===== src/rtl/hpts_pkg.sv =====
`default_nettype none
// ----------------------------------------------------------------------------
// hpts_pkg
// Shared types, constants and the PES header byte table for the packetizer.
// ----------------------------------------------------------------------------
package hpts_pkg;

    localparam int MAX_UNIT_BYTES_DEF = 1048576;
    localparam int PACKET_BYTES       = 188;
    localparam int TS_HEAD_BYTES      = 4;
    localparam int PES_HEAD_BYTES     = 20;
    localparam int CMD_DEPTH          = 4;

    localparam logic [7:0] PKT_SYNC    = 8'h47;
    localparam logic [7:0] STUFF_BYTE  = 8'hFF;
    localparam logic [7:0] STREAM_DEF  = 8'hE0;

    typedef enum logic {
        REG_PACKET_ID   = 1'b0,
        REG_STREAM_CODE = 1'b1
    } t_reg_idx;

    typedef enum logic [2:0] {
        S_IDLE,
        S_TS,
        S_STUFF,
        S_PES,
        S_DATA
    } t_back_state;

    typedef struct packed {
        logic [7:0]  data;
        logic        new_pkt;
        logic        unit;
        logic [7:0]  stuff;
        logic [32:0] pts;
        logic        pkt_end;
    } t_cmd;

    function automatic logic [7:0] pes_byte(input logic [4:0] idx,
                                            input logic [32:0] pts,
                                            input logic [7:0] sc);
        logic [7:0] b;
        begin
            unique case (idx)
                5'd0, 5'd1, 5'd4, 5'd5, 5'd14, 5'd15, 5'd16: b = 8'h00;
                5'd2, 5'd17: b = 8'h01;
                5'd3:  b = sc;
                5'd6, 5'd7: b = 8'h80;
                5'd8:  b = 8'h05;
                5'd9:  b = {4'h2, pts[32:30], 1'b1};
                5'd10: b = pts[29:22];
                5'd11: b = {pts[21:15], 1'b1};
                5'd12: b = pts[14:7];
                5'd13: b = {pts[6:0], 1'b1};
                5'd18: b = 8'h09;
                5'd19: b = 8'hF0;
                default: b = 8'h00;
            endcase
            return b;
        end
    endfunction

endpackage
`default_nettype wire


===== src/rtl/h264_pes_ts_packetizer_top.sv =====
`default_nettype none
// ----------------------------------------------------------------------------
// h264_pes_ts_packetizer_top
// Access-unit bytes in, 188-byte MPEG-2 transport packets out as 64-bit words.
// ----------------------------------------------------------------------------
// Feed one payload byte per item; the first byte of a unit carries its length
// and 33-bit PTS. Each unit becomes a PES packet (20-byte header, including an
// access-unit delimiter) cut into transport packets with PID, unit start flag
// and a 4-bit continuity counter; a short final packet is padded with an
// adaptation-field stuffing run. Output words hold up to eight bytes, earliest
// byte in bits 63..56, with a byte count, a packet end flag and a run_last flag
// on the last word caused by each item. The front takes one item per cycle
// into a four-entry command queue while it has room; the back generates, for
// each packet, its 4-byte header, any stuffing bytes, the 20-byte PES header
// on a unit start, and the payload, and can stall when the output is not taken.
// Write configuration only while idle.
// ----------------------------------------------------------------------------
module h264_pes_ts_packetizer_top #(
    parameter int MAX_UNIT_BYTES = hpts_pkg::MAX_UNIT_BYTES_DEF
) (
    input  wire         i_clk,
    input  wire         i_rst_n,
    input  wire         i_cfg_we,
    input  wire         i_cfg_idx,
    input  wire  [12:0] i_cfg_data,
    input  wire         i_valid,
    output logic        o_ready,
    input  wire  [7:0]  i_data_byte,
    input  wire         i_unit_start,
    input  wire  [20:0] i_unit_length,
    input  wire  [32:0] i_time_stamp,
    output logic        o_valid,
    input  wire         i_ready,
    output logic [63:0] o_word_out,
    output logic [3:0]  o_bytes_valid,
    output logic        o_packet_end,
    output logic        o_run_last
);
    logic [12:0]    r_packet_id;
    logic [7:0]     r_stream_code;
    hpts_pkg::t_cmd front_cmd, queue_cmd;
    logic           push, pop, full, empty;

    // configuration registers
    always_ff @(posedge i_clk) begin
        if (!i_rst_n) begin
            r_packet_id   <= '0;
            r_stream_code <= hpts_pkg::STREAM_DEF;
        end else if (i_cfg_we) begin
            unique case (hpts_pkg::t_reg_idx'(i_cfg_idx))
                hpts_pkg::REG_PACKET_ID:   r_packet_id   <= i_cfg_data;
                hpts_pkg::REG_STREAM_CODE: r_stream_code <= i_cfg_data[7:0];
            endcase
        end
    end

    hpts_front #(.MAX_UNIT_BYTES(MAX_UNIT_BYTES)) u_front (
        .i_clk(i_clk), .i_rst_n(i_rst_n),
        .i_valid(i_valid), .o_ready(o_ready),
        .i_data_byte(i_data_byte), .i_unit_start(i_unit_start),
        .i_unit_length(i_unit_length), .i_time_stamp(i_time_stamp),
        .i_full(full), .o_push(push), .o_cmd(front_cmd)
    );

    hpts_fifo #(.DEPTH(hpts_pkg::CMD_DEPTH)) u_fifo (
        .i_clk(i_clk), .i_rst_n(i_rst_n),
        .i_push(push), .i_cmd(front_cmd), .i_pop(pop),
        .o_cmd(queue_cmd), .o_full(full), .o_empty(empty)
    );

    hpts_back u_back (
        .i_clk(i_clk), .i_rst_n(i_rst_n),
        .i_cmd(queue_cmd), .i_empty(empty), .o_pop(pop),
        .i_packet_id(r_packet_id), .i_stream_code(r_stream_code),
        .o_valid(o_valid), .i_ready(i_ready),
        .o_word_out(o_word_out), .o_bytes_valid(o_bytes_valid),
        .o_packet_end(o_packet_end), .o_run_last(o_run_last)
    );

`ifndef SYNTHESIS
    a_count_range: assert property (@(posedge i_clk) disable iff (!i_rst_n)
        o_valid |-> (o_bytes_valid != 4'd0) && (o_bytes_valid <= 4'd8))
        else $error("byte count out of range");
    a_end_is_last: assert property (@(posedge i_clk) disable iff (!i_rst_n)
        o_valid && o_packet_end |-> o_run_last)
        else $error("packet end word not last of its item");
    a_pop_nonempty: assert property (@(posedge i_clk) disable iff (!i_rst_n)
        pop |-> !empty)
        else $error("command queue popped while empty");
    a_push_room: assert property (@(posedge i_clk) disable iff (!i_rst_n)
        push |-> !full)
        else $error("command queue pushed while full");
`endif
endmodule
`default_nettype wire


===== src/rtl/hpts_front.sv =====
`default_nettype none
// ----------------------------------------------------------------------------
// hpts_front
// Accept items, track unit and packet position, issue one command per byte kept.
// ----------------------------------------------------------------------------
module hpts_front #(
    parameter int MAX_UNIT_BYTES = hpts_pkg::MAX_UNIT_BYTES_DEF
) (
    input  wire               i_clk,
    input  wire               i_rst_n,
    input  wire               i_valid,
    output logic              o_ready,
    input  wire  [7:0]        i_data_byte,
    input  wire               i_unit_start,
    input  wire  [20:0]       i_unit_length,
    input  wire  [32:0]       i_time_stamp,
    input  wire               i_full,
    output logic              o_push,
    output hpts_pkg::t_cmd    o_cmd
);
    localparam int LW = $clog2(MAX_UNIT_BYTES + 1);
    localparam int CW = ((LW > 21) ? LW : 21) + 1;
    localparam int ROOM = hpts_pkg::PACKET_BYTES - hpts_pkg::TS_HEAD_BYTES;

    logic [LW-1:0] r_left, n_left;
    logic [7:0]    r_fill, n_fill;
    logic [CW-1:0] len_x, len_eff, rem;
    logic          unit, new_pkt, acc;
    logic [7:0]    stuff, base, fill_nx;

    assign o_ready = !i_full;
    assign acc     = i_valid && !i_full;
    assign unit    = (r_left == '0);
    assign new_pkt = unit || (r_fill == 8'd0);

    always_comb begin
        len_x = CW'(i_unit_length);
        if (len_x == '0)
            len_eff = CW'(1);
        else if (len_x > CW'(MAX_UNIT_BYTES))
            len_eff = CW'(MAX_UNIT_BYTES);
        else
            len_eff = len_x;
        rem = unit ? (len_eff + CW'(hpts_pkg::PES_HEAD_BYTES)) : CW'(r_left);
        stuff = (rem < CW'(ROOM)) ? 8'(CW'(ROOM) - rem) : 8'd0;
        if (!new_pkt)
            base = r_fill;
        else
            base = 8'(hpts_pkg::TS_HEAD_BYTES) + stuff
                   + (unit ? 8'(hpts_pkg::PES_HEAD_BYTES) : 8'd0);
        fill_nx = base + 8'd1;
        n_left  = (unit ? LW'(len_eff) : r_left) - LW'(1);
        n_fill  = (fill_nx == 8'(hpts_pkg::PACKET_BYTES)) ? 8'd0 : fill_nx;
    end

    // drop bytes that arrive outside a unit
    assign o_push = acc && (!unit || i_unit_start);

    always_comb begin
        o_cmd.data    = i_data_byte;
        o_cmd.new_pkt = new_pkt;
        o_cmd.unit    = unit;
        o_cmd.stuff   = stuff;
        o_cmd.pts     = i_time_stamp;
        o_cmd.pkt_end = (fill_nx == 8'(hpts_pkg::PACKET_BYTES));
    end

    always_ff @(posedge i_clk) begin
        if (!i_rst_n) begin
            r_left <= '0;
            r_fill <= '0;
        end else if (o_push) begin
            r_left <= n_left;
            r_fill <= n_fill;
        end
    end
endmodule
`default_nettype wire


===== src/rtl/hpts_fifo.sv =====
`default_nettype none
// ----------------------------------------------------------------------------
// hpts_fifo
// Short command queue between the front and the back.
// ----------------------------------------------------------------------------
module hpts_fifo #(
    parameter int DEPTH = hpts_pkg::CMD_DEPTH
) (
    input  wire             i_clk,
    input  wire             i_rst_n,
    input  wire             i_push,
    input  hpts_pkg::t_cmd  i_cmd,
    input  wire             i_pop,
    output hpts_pkg::t_cmd  o_cmd,
    output logic            o_full,
    output logic            o_empty
);
    localparam int AW = (DEPTH > 1) ? $clog2(DEPTH) : 1;

    hpts_pkg::t_cmd r_mem [DEPTH];
    logic [AW:0]    r_wp, r_rp;

    assign o_empty = (r_wp == r_rp);
    assign o_full  = (r_wp[AW-1:0] == r_rp[AW-1:0]) && (r_wp[AW] != r_rp[AW]);
    assign o_cmd   = r_mem[r_rp[AW-1:0]];

    always_ff @(posedge i_clk) begin
        if (i_push)
            r_mem[r_wp[AW-1:0]] <= i_cmd;
    end

    always_ff @(posedge i_clk) begin
        if (!i_rst_n) begin
            r_wp <= '0;
            r_rp <= '0;
        end else begin
            if (i_push)
                r_wp <= r_wp + 1'b1;
            if (i_pop)
                r_rp <= r_rp + 1'b1;
        end
    end
endmodule
`default_nettype wire


===== src/rtl/hpts_back.sv =====
`default_nettype none
// ----------------------------------------------------------------------------
// hpts_back
// Generate the byte stream one byte a cycle unless stalled, pack into words, drive output.
// ----------------------------------------------------------------------------
module hpts_back (
    input  wire             i_clk,
    input  wire             i_rst_n,
    input  hpts_pkg::t_cmd  i_cmd,
    input  wire             i_empty,
    output logic            o_pop,
    input  wire  [12:0]     i_packet_id,
    input  wire  [7:0]      i_stream_code,
    output logic            o_valid,
    input  wire             i_ready,
    output logic [63:0]     o_word_out,
    output logic [3:0]      o_bytes_valid,
    output logic            o_packet_end,
    output logic            o_run_last
);
    hpts_pkg::t_back_state r_state, n_state;
    hpts_pkg::t_cmd r_cmd;
    logic [7:0]  r_cnt, n_cnt;
    logic [3:0]  r_cont;
    logic [55:0] r_buf;
    logic [2:0]  r_bc;
    logic [63:0] r_hold;
    logic [3:0]  r_hold_n;
    logic        r_hold_end, r_hold_v, r_hold_last;

    logic        active, step, emit, is_final, pend, out_free, mv;
    logic [7:0]  byte_v;
    logic [3:0]  cnt;
    logic [63:0] acc, word;

    assign active   = (r_state != hpts_pkg::S_IDLE);
    assign is_final = (r_state == hpts_pkg::S_DATA);
    assign pend     = is_final && r_cmd.pkt_end;
    assign out_free = !o_valid || i_ready;

    // byte source
    always_comb begin
        byte_v = 8'h00;
        unique case (r_state)
            hpts_pkg::S_TS: begin
                unique case (r_cnt[1:0])
                    2'd0: byte_v = hpts_pkg::PKT_SYNC;
                    2'd1: byte_v = {1'b0, r_cmd.unit, 1'b0, i_packet_id[12:8]};
                    2'd2: byte_v = i_packet_id[7:0];
                    2'd3: byte_v = {2'b00, (r_cmd.stuff != 8'd0), 1'b1, r_cont + 4'd1};
                endcase
            end
            hpts_pkg::S_STUFF: begin
                if (r_cnt == 8'd0)
                    byte_v = r_cmd.stuff - 8'd1;
                else if (r_cnt == 8'd1)
                    byte_v = 8'h00;
                else
                    byte_v = hpts_pkg::STUFF_BYTE;
            end
            hpts_pkg::S_PES:  byte_v = hpts_pkg::pes_byte(r_cnt[4:0], r_cmd.pts,
                                                          i_stream_code);
            hpts_pkg::S_DATA: byte_v = r_cmd.data;
            default:          byte_v = 8'h00;
        endcase
    end

    // word packer
    always_comb begin
        acc  = {r_buf, byte_v};
        cnt  = {1'b0, r_bc} + 4'd1;
        emit = (cnt == 4'd8) || pend;
        word = acc << {(4'd8 - cnt), 3'b000};
    end

    // stall when a new word needs the hold slot and it cannot drain
    assign step  = active && !(emit && r_hold_v && !out_free);
    assign mv    = r_hold_v && out_free && ((step && emit) || r_hold_last);
    assign o_pop = !i_empty && ((r_state == hpts_pkg::S_IDLE) || (is_final && step));

    // next state
    always_comb begin
        n_state = r_state;
        n_cnt   = r_cnt;
        if (o_pop) begin
            n_state = i_cmd.new_pkt ? hpts_pkg::S_TS : hpts_pkg::S_DATA;
            n_cnt   = 8'd0;
        end else if (step) begin
            n_cnt = r_cnt + 8'd1;
            unique case (r_state)
                hpts_pkg::S_TS: begin
                    if (r_cnt == 8'd3) begin
                        n_cnt = 8'd0;
                        if (r_cmd.stuff != 8'd0)
                            n_state = hpts_pkg::S_STUFF;
                        else
                            n_state = r_cmd.unit ? hpts_pkg::S_PES : hpts_pkg::S_DATA;
                    end
                end
                hpts_pkg::S_STUFF: begin
                    if (r_cnt == r_cmd.stuff - 8'd1) begin
                        n_cnt   = 8'd0;
                        n_state = r_cmd.unit ? hpts_pkg::S_PES : hpts_pkg::S_DATA;
                    end
                end
                hpts_pkg::S_PES: begin
                    if (r_cnt == 8'(hpts_pkg::PES_HEAD_BYTES - 1)) begin
                        n_cnt   = 8'd0;
                        n_state = hpts_pkg::S_DATA;
                    end
                end
                hpts_pkg::S_DATA: n_state = hpts_pkg::S_IDLE;
                default:          n_state = hpts_pkg::S_IDLE;
            endcase
        end
    end

    always_ff @(posedge i_clk) begin
        if (!i_rst_n) begin
            r_state <= hpts_pkg::S_IDLE;
            r_cnt   <= '0;
            r_cont  <= '0;
            r_buf   <= '0;
            r_bc    <= '0;
        end else begin
            r_state <= n_state;
            r_cnt   <= n_cnt;
            if (step && r_state == hpts_pkg::S_TS && r_cnt == 8'd3)
                r_cont <= r_cont + 4'd1;
            if (step) begin
                if (emit) begin
                    r_buf <= '0;
                    r_bc  <= '0;
                end else begin
                    r_buf <= acc[55:0];
                    r_bc  <= cnt[2:0];
                end
            end
        end
    end

    always_ff @(posedge i_clk) begin
        if (o_pop)
            r_cmd <= i_cmd;
    end

    // hold slot: one word kept back until it is known whether it ends the item
    always_ff @(posedge i_clk) begin
        if (!i_rst_n) begin
            r_hold_v    <= 1'b0;
            r_hold_last <= 1'b0;
        end else if (step && emit) begin
            r_hold_v    <= 1'b1;
            r_hold_last <= is_final;
        end else if (mv) begin
            r_hold_v    <= 1'b0;
            r_hold_last <= 1'b0;
        end else if (step && is_final && r_hold_v) begin
            r_hold_last <= 1'b1;
        end
    end

    always_ff @(posedge i_clk) begin
        if (step && emit) begin
            r_hold     <= word;
            r_hold_n   <= cnt;
            r_hold_end <= pend;
        end
    end

    always_ff @(posedge i_clk) begin
        if (!i_rst_n)
            o_valid <= 1'b0;
        else if (mv)
            o_valid <= 1'b1;
        else if (i_ready)
            o_valid <= 1'b0;
    end

    always_ff @(posedge i_clk) begin
        if (mv) begin
            o_word_out    <= r_hold;
            o_bytes_valid <= r_hold_n;
            o_packet_end  <= r_hold_end;
            o_run_last    <= r_hold_last;
        end
    end
endmodule
`default_nettype wire

===== config.mk =====
export PLATFORM = sky130hd
export DESIGN_NAME = h264_pes_ts_packetizer_top
export DESIGN_NICKNAME = d
export VERILOG_FILES = /design/src/rtl/hpts_pkg.sv /design/src/rtl/h264_pes_ts_packetizer_top.sv /design/src/rtl/hpts_front.sv /design/src/rtl/hpts_fifo.sv /design/src/rtl/hpts_back.sv
export SDC_FILE = /design/constraint.sdc
export NUM_CORES = 1
export LEC_CHECK = 0
export BUFFER_PORTS_ARGS = -buffer_cell sky130_fd_sc_hd__buf_2
export CORE_MARGIN = 10
export CORE_UTILIZATION = 40
export DETAILED_ROUTE_END_ITERATION = 12
export PLACE_DENSITY_LB_ADDON = 0.1
export SLEW_MARGIN = 20
export SYNTH_ARGS = -nofsm -noshare
export SYNTH_HDL_FRONTEND = slang
export SYNTH_SLANG_ARGS = --single-unit

===== constraint.sdc =====
create_clock -name i_clk -period 17.5 [get_ports i_clk]
set_input_delay 0.875 -clock i_clk [delete_from_list [all_inputs] [get_ports i_clk]]
set_output_delay 0.875 -clock i_clk [all_outputs]
set_load 0.01 [all_outputs]

* Yosys cells after proc, flatten, opt, wreduce, memory -nomap -nowiden *
Memories as Yosys holds them, arrays and structs flattened. A register that Yosys moved wholly into a read port is not among the register bits.
Index checks and enable logic that the tools add are counted.

cells by class
  shifts and indexed selects = 1
  equal/unequal tests = 32
  $add $sub $neg = 13
  mux-type cells = 39
  order comparisons = 2
  bitwise operators = 2
  reductions and logical operators = 45

operators by type and width
  operator                                                               number
  8-bit case mux with 11 select lines                                    1
  8-bit two-way mux                                                      8
  8-bit case mux with 4 select lines                                     2
  64-bit by 7-bit left shift with 64-bit output                          1
  56-bit two-way mux                                                     1
  22-bit two-way mux                                                     2
  21-bit zero test                                                       2
  21-bit two-way mux                                                     2
  5-bit by 4-bit equality test with 1-bit output, second input constant  6
  3-bit two-way mux                                                      9
  8-bit case mux with 3 select lines                                     1
  22-bit by 5-bit adder with 22-bit output, second input constant        1
  22-bit by 8-bit < comparator with 1-bit output, second input constant  1
  21-bit > comparator, second input constant                             1
  21-bit by 1-bit subtractor with 21-bit output, second input constant   1
  8-bit by 1-bit adder with 8-bit output, second input constant          2
  8-bit zero test                                                        2
  5-bit equality test, second input constant                             3
  1-bit logical AND                                                      15
  5-bit by 2-bit equality test with 1-bit output, second input constant  2
  5-bit by 3-bit equality test with 1-bit output, second input constant  2
  1-bit two-way mux                                                      9
  3-bit by 2-bit != test with 1-bit output, second input constant        3
  3-bit case mux with 3 select lines                                     1
  35 further kinds                                                       56

word-level totals
  memories = 1
  logic and storage cells = 161
  register bits after elaboration = 323
  RAM bits = 208

memory list
  memory        words  bits a word  read ports  clocked after memory_dff  wr ports  line             RTL
  u_fifo.r_mem  4      52           1           1                         1         hpts_fifo.sv:20  hpts_pkg::t_cmd r_mem [DEPTH];

* Longest topological paths before layout *
  depth in word-level cells = 13
  mapped depth = 25
  depth with buffers taken out = 24

* By module *
A second synthesis with hierarchy kept.

unflattened totals
  cells, all modules = 1914
  area total of the unflattened synthesis = 24483.5 um2

by module, submodules not included
  module                      instances  cells each  area each (um2)  sequential area each (um2)
  hpts_back                   1          1011        12197.9          7247.0
  hpts_fifo                   1          313         7967.6           6406.1
  hpts_front                  1          502         3475.8           580.6
  h264_pes_ts_packetizer_top  1          88          842.1            420.4

* Least setup slack after synthesis *
Ideal clock, no wire load.

  path type = in2reg
  start point = input i_ready
  end point = register u_back.o_bytes_valid[0], enable pin
  setup slack = 8.990 ns
  data arrival time = 8.012 ns
  cell stages on the path = 8
  path buffers = 1
  library setup time = 0.498 ns
  data required time = 17.002 ns
  cell sequence = nor2b_1 -> nand2_1 -> nor2_1 -> or2_2 -> clkbuf_1 -> nor2_1 -> o21ai_0 -> nor2_1

on the way
  word-level cells in the longest chain between the ends = 8
  elaborated cells on any way between the ends = 9

ends and longest elaborated chain
  item                  line                              RTL
  from (decl)           h264_pes_ts_packetizer_top.sv:33  input wire i_ready,
  1-bit logical OR *    hpts_back.sv:39                   assign out_free = !o_valid || i_ready;
  1-bit zero test       hpts_back.sv:77                   assign step = active && !(emit && r_hold_v && !out_free);
  1-bit logical AND     hpts_back.sv:77
  1-bit zero test       hpts_back.sv:77
  1-bit logical AND     hpts_back.sv:77
  1-bit logical AND     hpts_back.sv:78                   assign mv = r_hold_v && out_free && ((step && emit) || r_hold_last);
  1-bit logical OR      hpts_back.sv:78
  1-bit logical AND *   hpts_back.sv:78
  net u_back.mv         hpts_back.sv:31                   logic active, step, emit, is_final, pend, out_free, mv;
  to (signal assigned)  hpts_back.sv:183                  o_bytes_valid <= r_hold_n;
  to (decl)             hpts_back.sv:17                   output logic [3:0] o_bytes_valid,

The timed path passes the listed nets; every way through them passes the cells marked *.
A chain may end at the register's enable or synchronous reset.

==> results.cfg <==
[placed_design]
port_buffers = 153
dp.cells = 2604
place_congestion = 0.844
dpl.hpwl_mm = 39.1

[setup_path]
r2r_slack_ps = 11570
critPathMaxFanout = 11
startpoint_type = flop
cp_data_required_time_ps = 17960
crit_type = flop to flop
r2r_cells = 20
timing.rr.end = u_front.r_fill[5]$_SDFFE_PN0P_
rr_startpoint = u_front.r_left[5]$_SDFFE_PN0P_
worstPathArrival_ps = 6390
critPathCaptureType = flop

[global_route]
gr-total-overflow = 0
grt_max_degree = 91
grt.total_usage_pct = 17.0
antenna_found_initial = 0
grt_pass1_wl_mm = 89.9
grt_pass1_vias = 14800

[die]
die_w_um = 261
start_util_pct = 40.3
coreArea_sq_mm = 0.0575
pin_count = 154
rows = 88
die-height_um = 261
dieArea_sq_mm = 0.0680

[power_and_ir_drop]
power_frac_comb_pct = 35.0
switchingPower_mw = 1.67
p_int_mw = 2.89
powerDensity_mw_per_mm2 = 172
p_leak_nw = 8.85
pwr-share-clk_pct = 24.7
p_sw_share_pct = 36.7
pwr-share-seq_pct = 40.2
ir_drop_mv = 0.0945

[clock_network]
cts_buffers = 55
cts_sinks = 533
hold_buffers = 0
path_clk_slew_ps = 60
cts_setup_buffers = 0
clk_path_buf_depth = 3
cts_resized = 0
cts_root_buf = clkbuf_16
clk_latency_ps = 610
cts_tree = built
cts_max_level = 2

[worst_hold_path]
hp-start = u_back.r_hold[43]$_SDFFCE_PP0P_
hold_end = u_back.o_word_out[43]$_DFFE_PP_
hp-class = flop to flop
holdPathStages = 0

[drt]
ant_nets = 0
drc = 0
vias_per_cell = 5.53
routed_wirelength_mm = 58.6
drt_iter0_markers = 1232
post_drt_wl_per_cell_um = 21.7
dr_total_vias = 15000
dr.pass1.iters = 6

[sta]
min_period_over_period_pct = 33.9
setup_viol = 0
rsz0062_at_grt = no
hold_viol = 0
worstMarginPinSlew_ps = 1110
max_clock_freq_mhz = 169
slew_viol_final = 0
maxSlewHeadroom_pct = 26.1
holdWs_ps = 403
finalSetupTns_ps = 0
final.min_clock_period_ps = 5930
skew_ps = 34.9

[job]
maxCapViolCount = 0

[synthesis]
netlist_instances = 1770
post_synth.cell_area_avg_sq_um = 13.1
ys_ff_latch = 533
synthDistinctLibCells = 80
synth_warnings = 0
synth_ff_type = edfxtp_1
synth_area_sq_mm = 0.0232
synth_edf_count = 398
async_flop_share_pct = 0
seq_area_frac_synth_pct = 63.2
syn-num-nets = 1875

[layout]
num-nets-final = 2001
fill_cells = 5282
drive_above_1_share_pct = 19.9
area_growth_pct = 14.2
layout_common_cells = 398 x edfxtp_1, 210 x nor2_1, 153 x buf_2, 132 x dfxtp_1, 123 x nand2_1
fin_cells = 2703
diodes = 0
final_common_cell = edfxtp_1

[run_status]
status = finished clean
-- sequential cells by signal, indices dropped and copies added, names as in the netlist, 3 cells and up, named ones only --
| signal | count |
|---|---|
| u_fifo.r_rp | 3 |
| u_fifo.r_mem | 208 |
| u_back.r_cont | 4 |
| u_back.r_state | 3 |
| u_fifo.r_wp | 3 |
| u_back.r_hold_n | 4 |
| u_back.o_word_out | 64 |
| u_back.o_bytes_valid | 4 |
| u_back.r_bc | 3 |
| u_front.r_left | 21 |
| u_back.r_cnt | 8 |
| u_back.r_buf | 56 |
| u_back.r_hold | 64 |
| r_stream_code | 8 |
| u_front.r_fill | 8 |
| u_back.r_cmd | 51 |
| r_packet_id | 13 |
-- worst max path at each step --
stage                                               start                           endpoint  slack, ps  depth (start not counted)
after detailed placement                i_unit_length[20]     u_front.r_fill[3]$_SDFFE_PN0P_      11240                         25
after floorplan                                   i_ready  u_back.o_bytes_valid[0]$_DFFE_PP_       8990                          8
after global routing       u_front.r_left[5]$_SDFFE_PN0P_     u_front.r_fill[3]$_SDFFE_PN0P_      11080                         18
after CTS                 u_front.r_left[10]$_SDFFE_PN0P_     u_front.r_fill[5]$_SDFFE_PN0P_      11750                         20
final                      u_front.r_left[5]$_SDFFE_PN0P_     u_front.r_fill[5]$_SDFFE_PN0P_      11570                         20
after global placement                  i_unit_length[20]     u_front.r_fill[3]$_SDFFE_PN0P_      11440                         25
-- worst max-delay path, cell delays in order, from the launching register on --
cell and delay (ps):
dfxtp_1 400, nor4_1 640, nand4_1 450, nor2_1 770, and3_1 280, o22ai_1 90
nor2_1 210, nand3_1 380, or2_2 450, ha_1 200, inv_1 50, ha_1 170
ha_1 190, a21oi_1 100, a211o_1 280, a2bb2oi_1 130, o21a_1 110, xnor2_1 150
a22oi_1 160, nor4_4 420, o31ai_1 160
-- cells in the mapped netlist, types with 5 or more instances --
master	number	area share, %
a211oi_1	26	0.84
a21oi_1	93	2.0
a221oi_1	9	0.34
a22o_1	5	0.19
a22oi_1	85	2.8
a31oi_1	16	0.43
and2_1	11	0.30
and3_1	16	0.43
buf_1	15	0.24
clkbuf_1	89	1.4
dfxtp_1	135	12
edfxtp_1	398	52
ha_1	23	1.2
inv_1	30	0.49
mux2_2	10	0.49
mux2i_1	21	0.91
mux4_2	84	8.2
nand2_1	123	2.0
nand2b_1	10	0.27
nand3_1	31	0.67
nand4_1	11	0.30
nor2_1	213	3.5
nor2b_1	16	0.43
nor3_1	39	0.84
nor3b_1	9	0.29
nor4_1	18	0.49
o21a_1	9	0.29
o21ai_0	58	1.3
o22ai_1	5	0.14
o31ai_1	8	0.26
or2_2	6	0.16
or3_1	12	0.32
xnor2_1	31	1.2
xor2_1	23	0.87
-- routing by layer --
| layer | vias up | global-route usage, % | wire length [um] |
|---|---|---|---|
| met5 | - | 0 | 0 |
| met4 | 0 | 4.12 | 1160 |
| met3 | 72 | 2.69 | 2660 |
| met2 | 321 | 27.9 | 28600 |
| met1 | 7523 | 23.2 | 26200 |
| li1 | 7035 | - | - |
-- cell families after synthesis --
kind of cell / synth area share, %
AO/OA/AOI/OAI: 10.7
multiplexers: 9.56
flip-flops: 63.2
AND/OR/NAND/NOR: 10.9
XOR/XNOR: 2.04
buffers and inverters: 2.31
adder cells (fa/ha/maj): 1.24
-- metrics by stage --
step	worst slack, ps	cell area [sq um]	total power [mW]	util [%]
floorplan	8990	23200	2.97	-
global placement	11440	24700	3.46	43.0
detailed placement	11240	24700	3.46	43.0
CTS	11750	26500	4.61	46.0
global route	11080	26500	4.84	46.0
finish	11570	26500	4.56	46.0
-- final cells by class --
class / count / area (sq um) / share of cell area, %
repair buffers: 177 / 946 / 3.58
multi-input cells: 1096 / 8030 / 30.4
well taps: 765 / 957 / 3.62
inverters: 33 / 125 / 0.473
flip-flops and latches: 533 / 14700 / 55.4
clock inverters: 37 / 327 / 1.23
clock buffers: 62 / 1400 / 5.30
-- power groups by stage --
| stage | combinational, mW | clock, mW | sequential, mW |
|---|---|---|---|
| final | 1.60 | 1.13 | 1.84 |
| after global routing | 1.77 | 1.21 | 1.86 |
| after CTS | 1.61 | 1.16 | 1.84 |
| after detailed placement | 1.60 | 0 | 1.86 |
| after global placement | 1.60 | 0 | 1.86 |
| after floorplan | 1.20 | 0 | 1.77 |
Power figures use the tool's default switching activity.
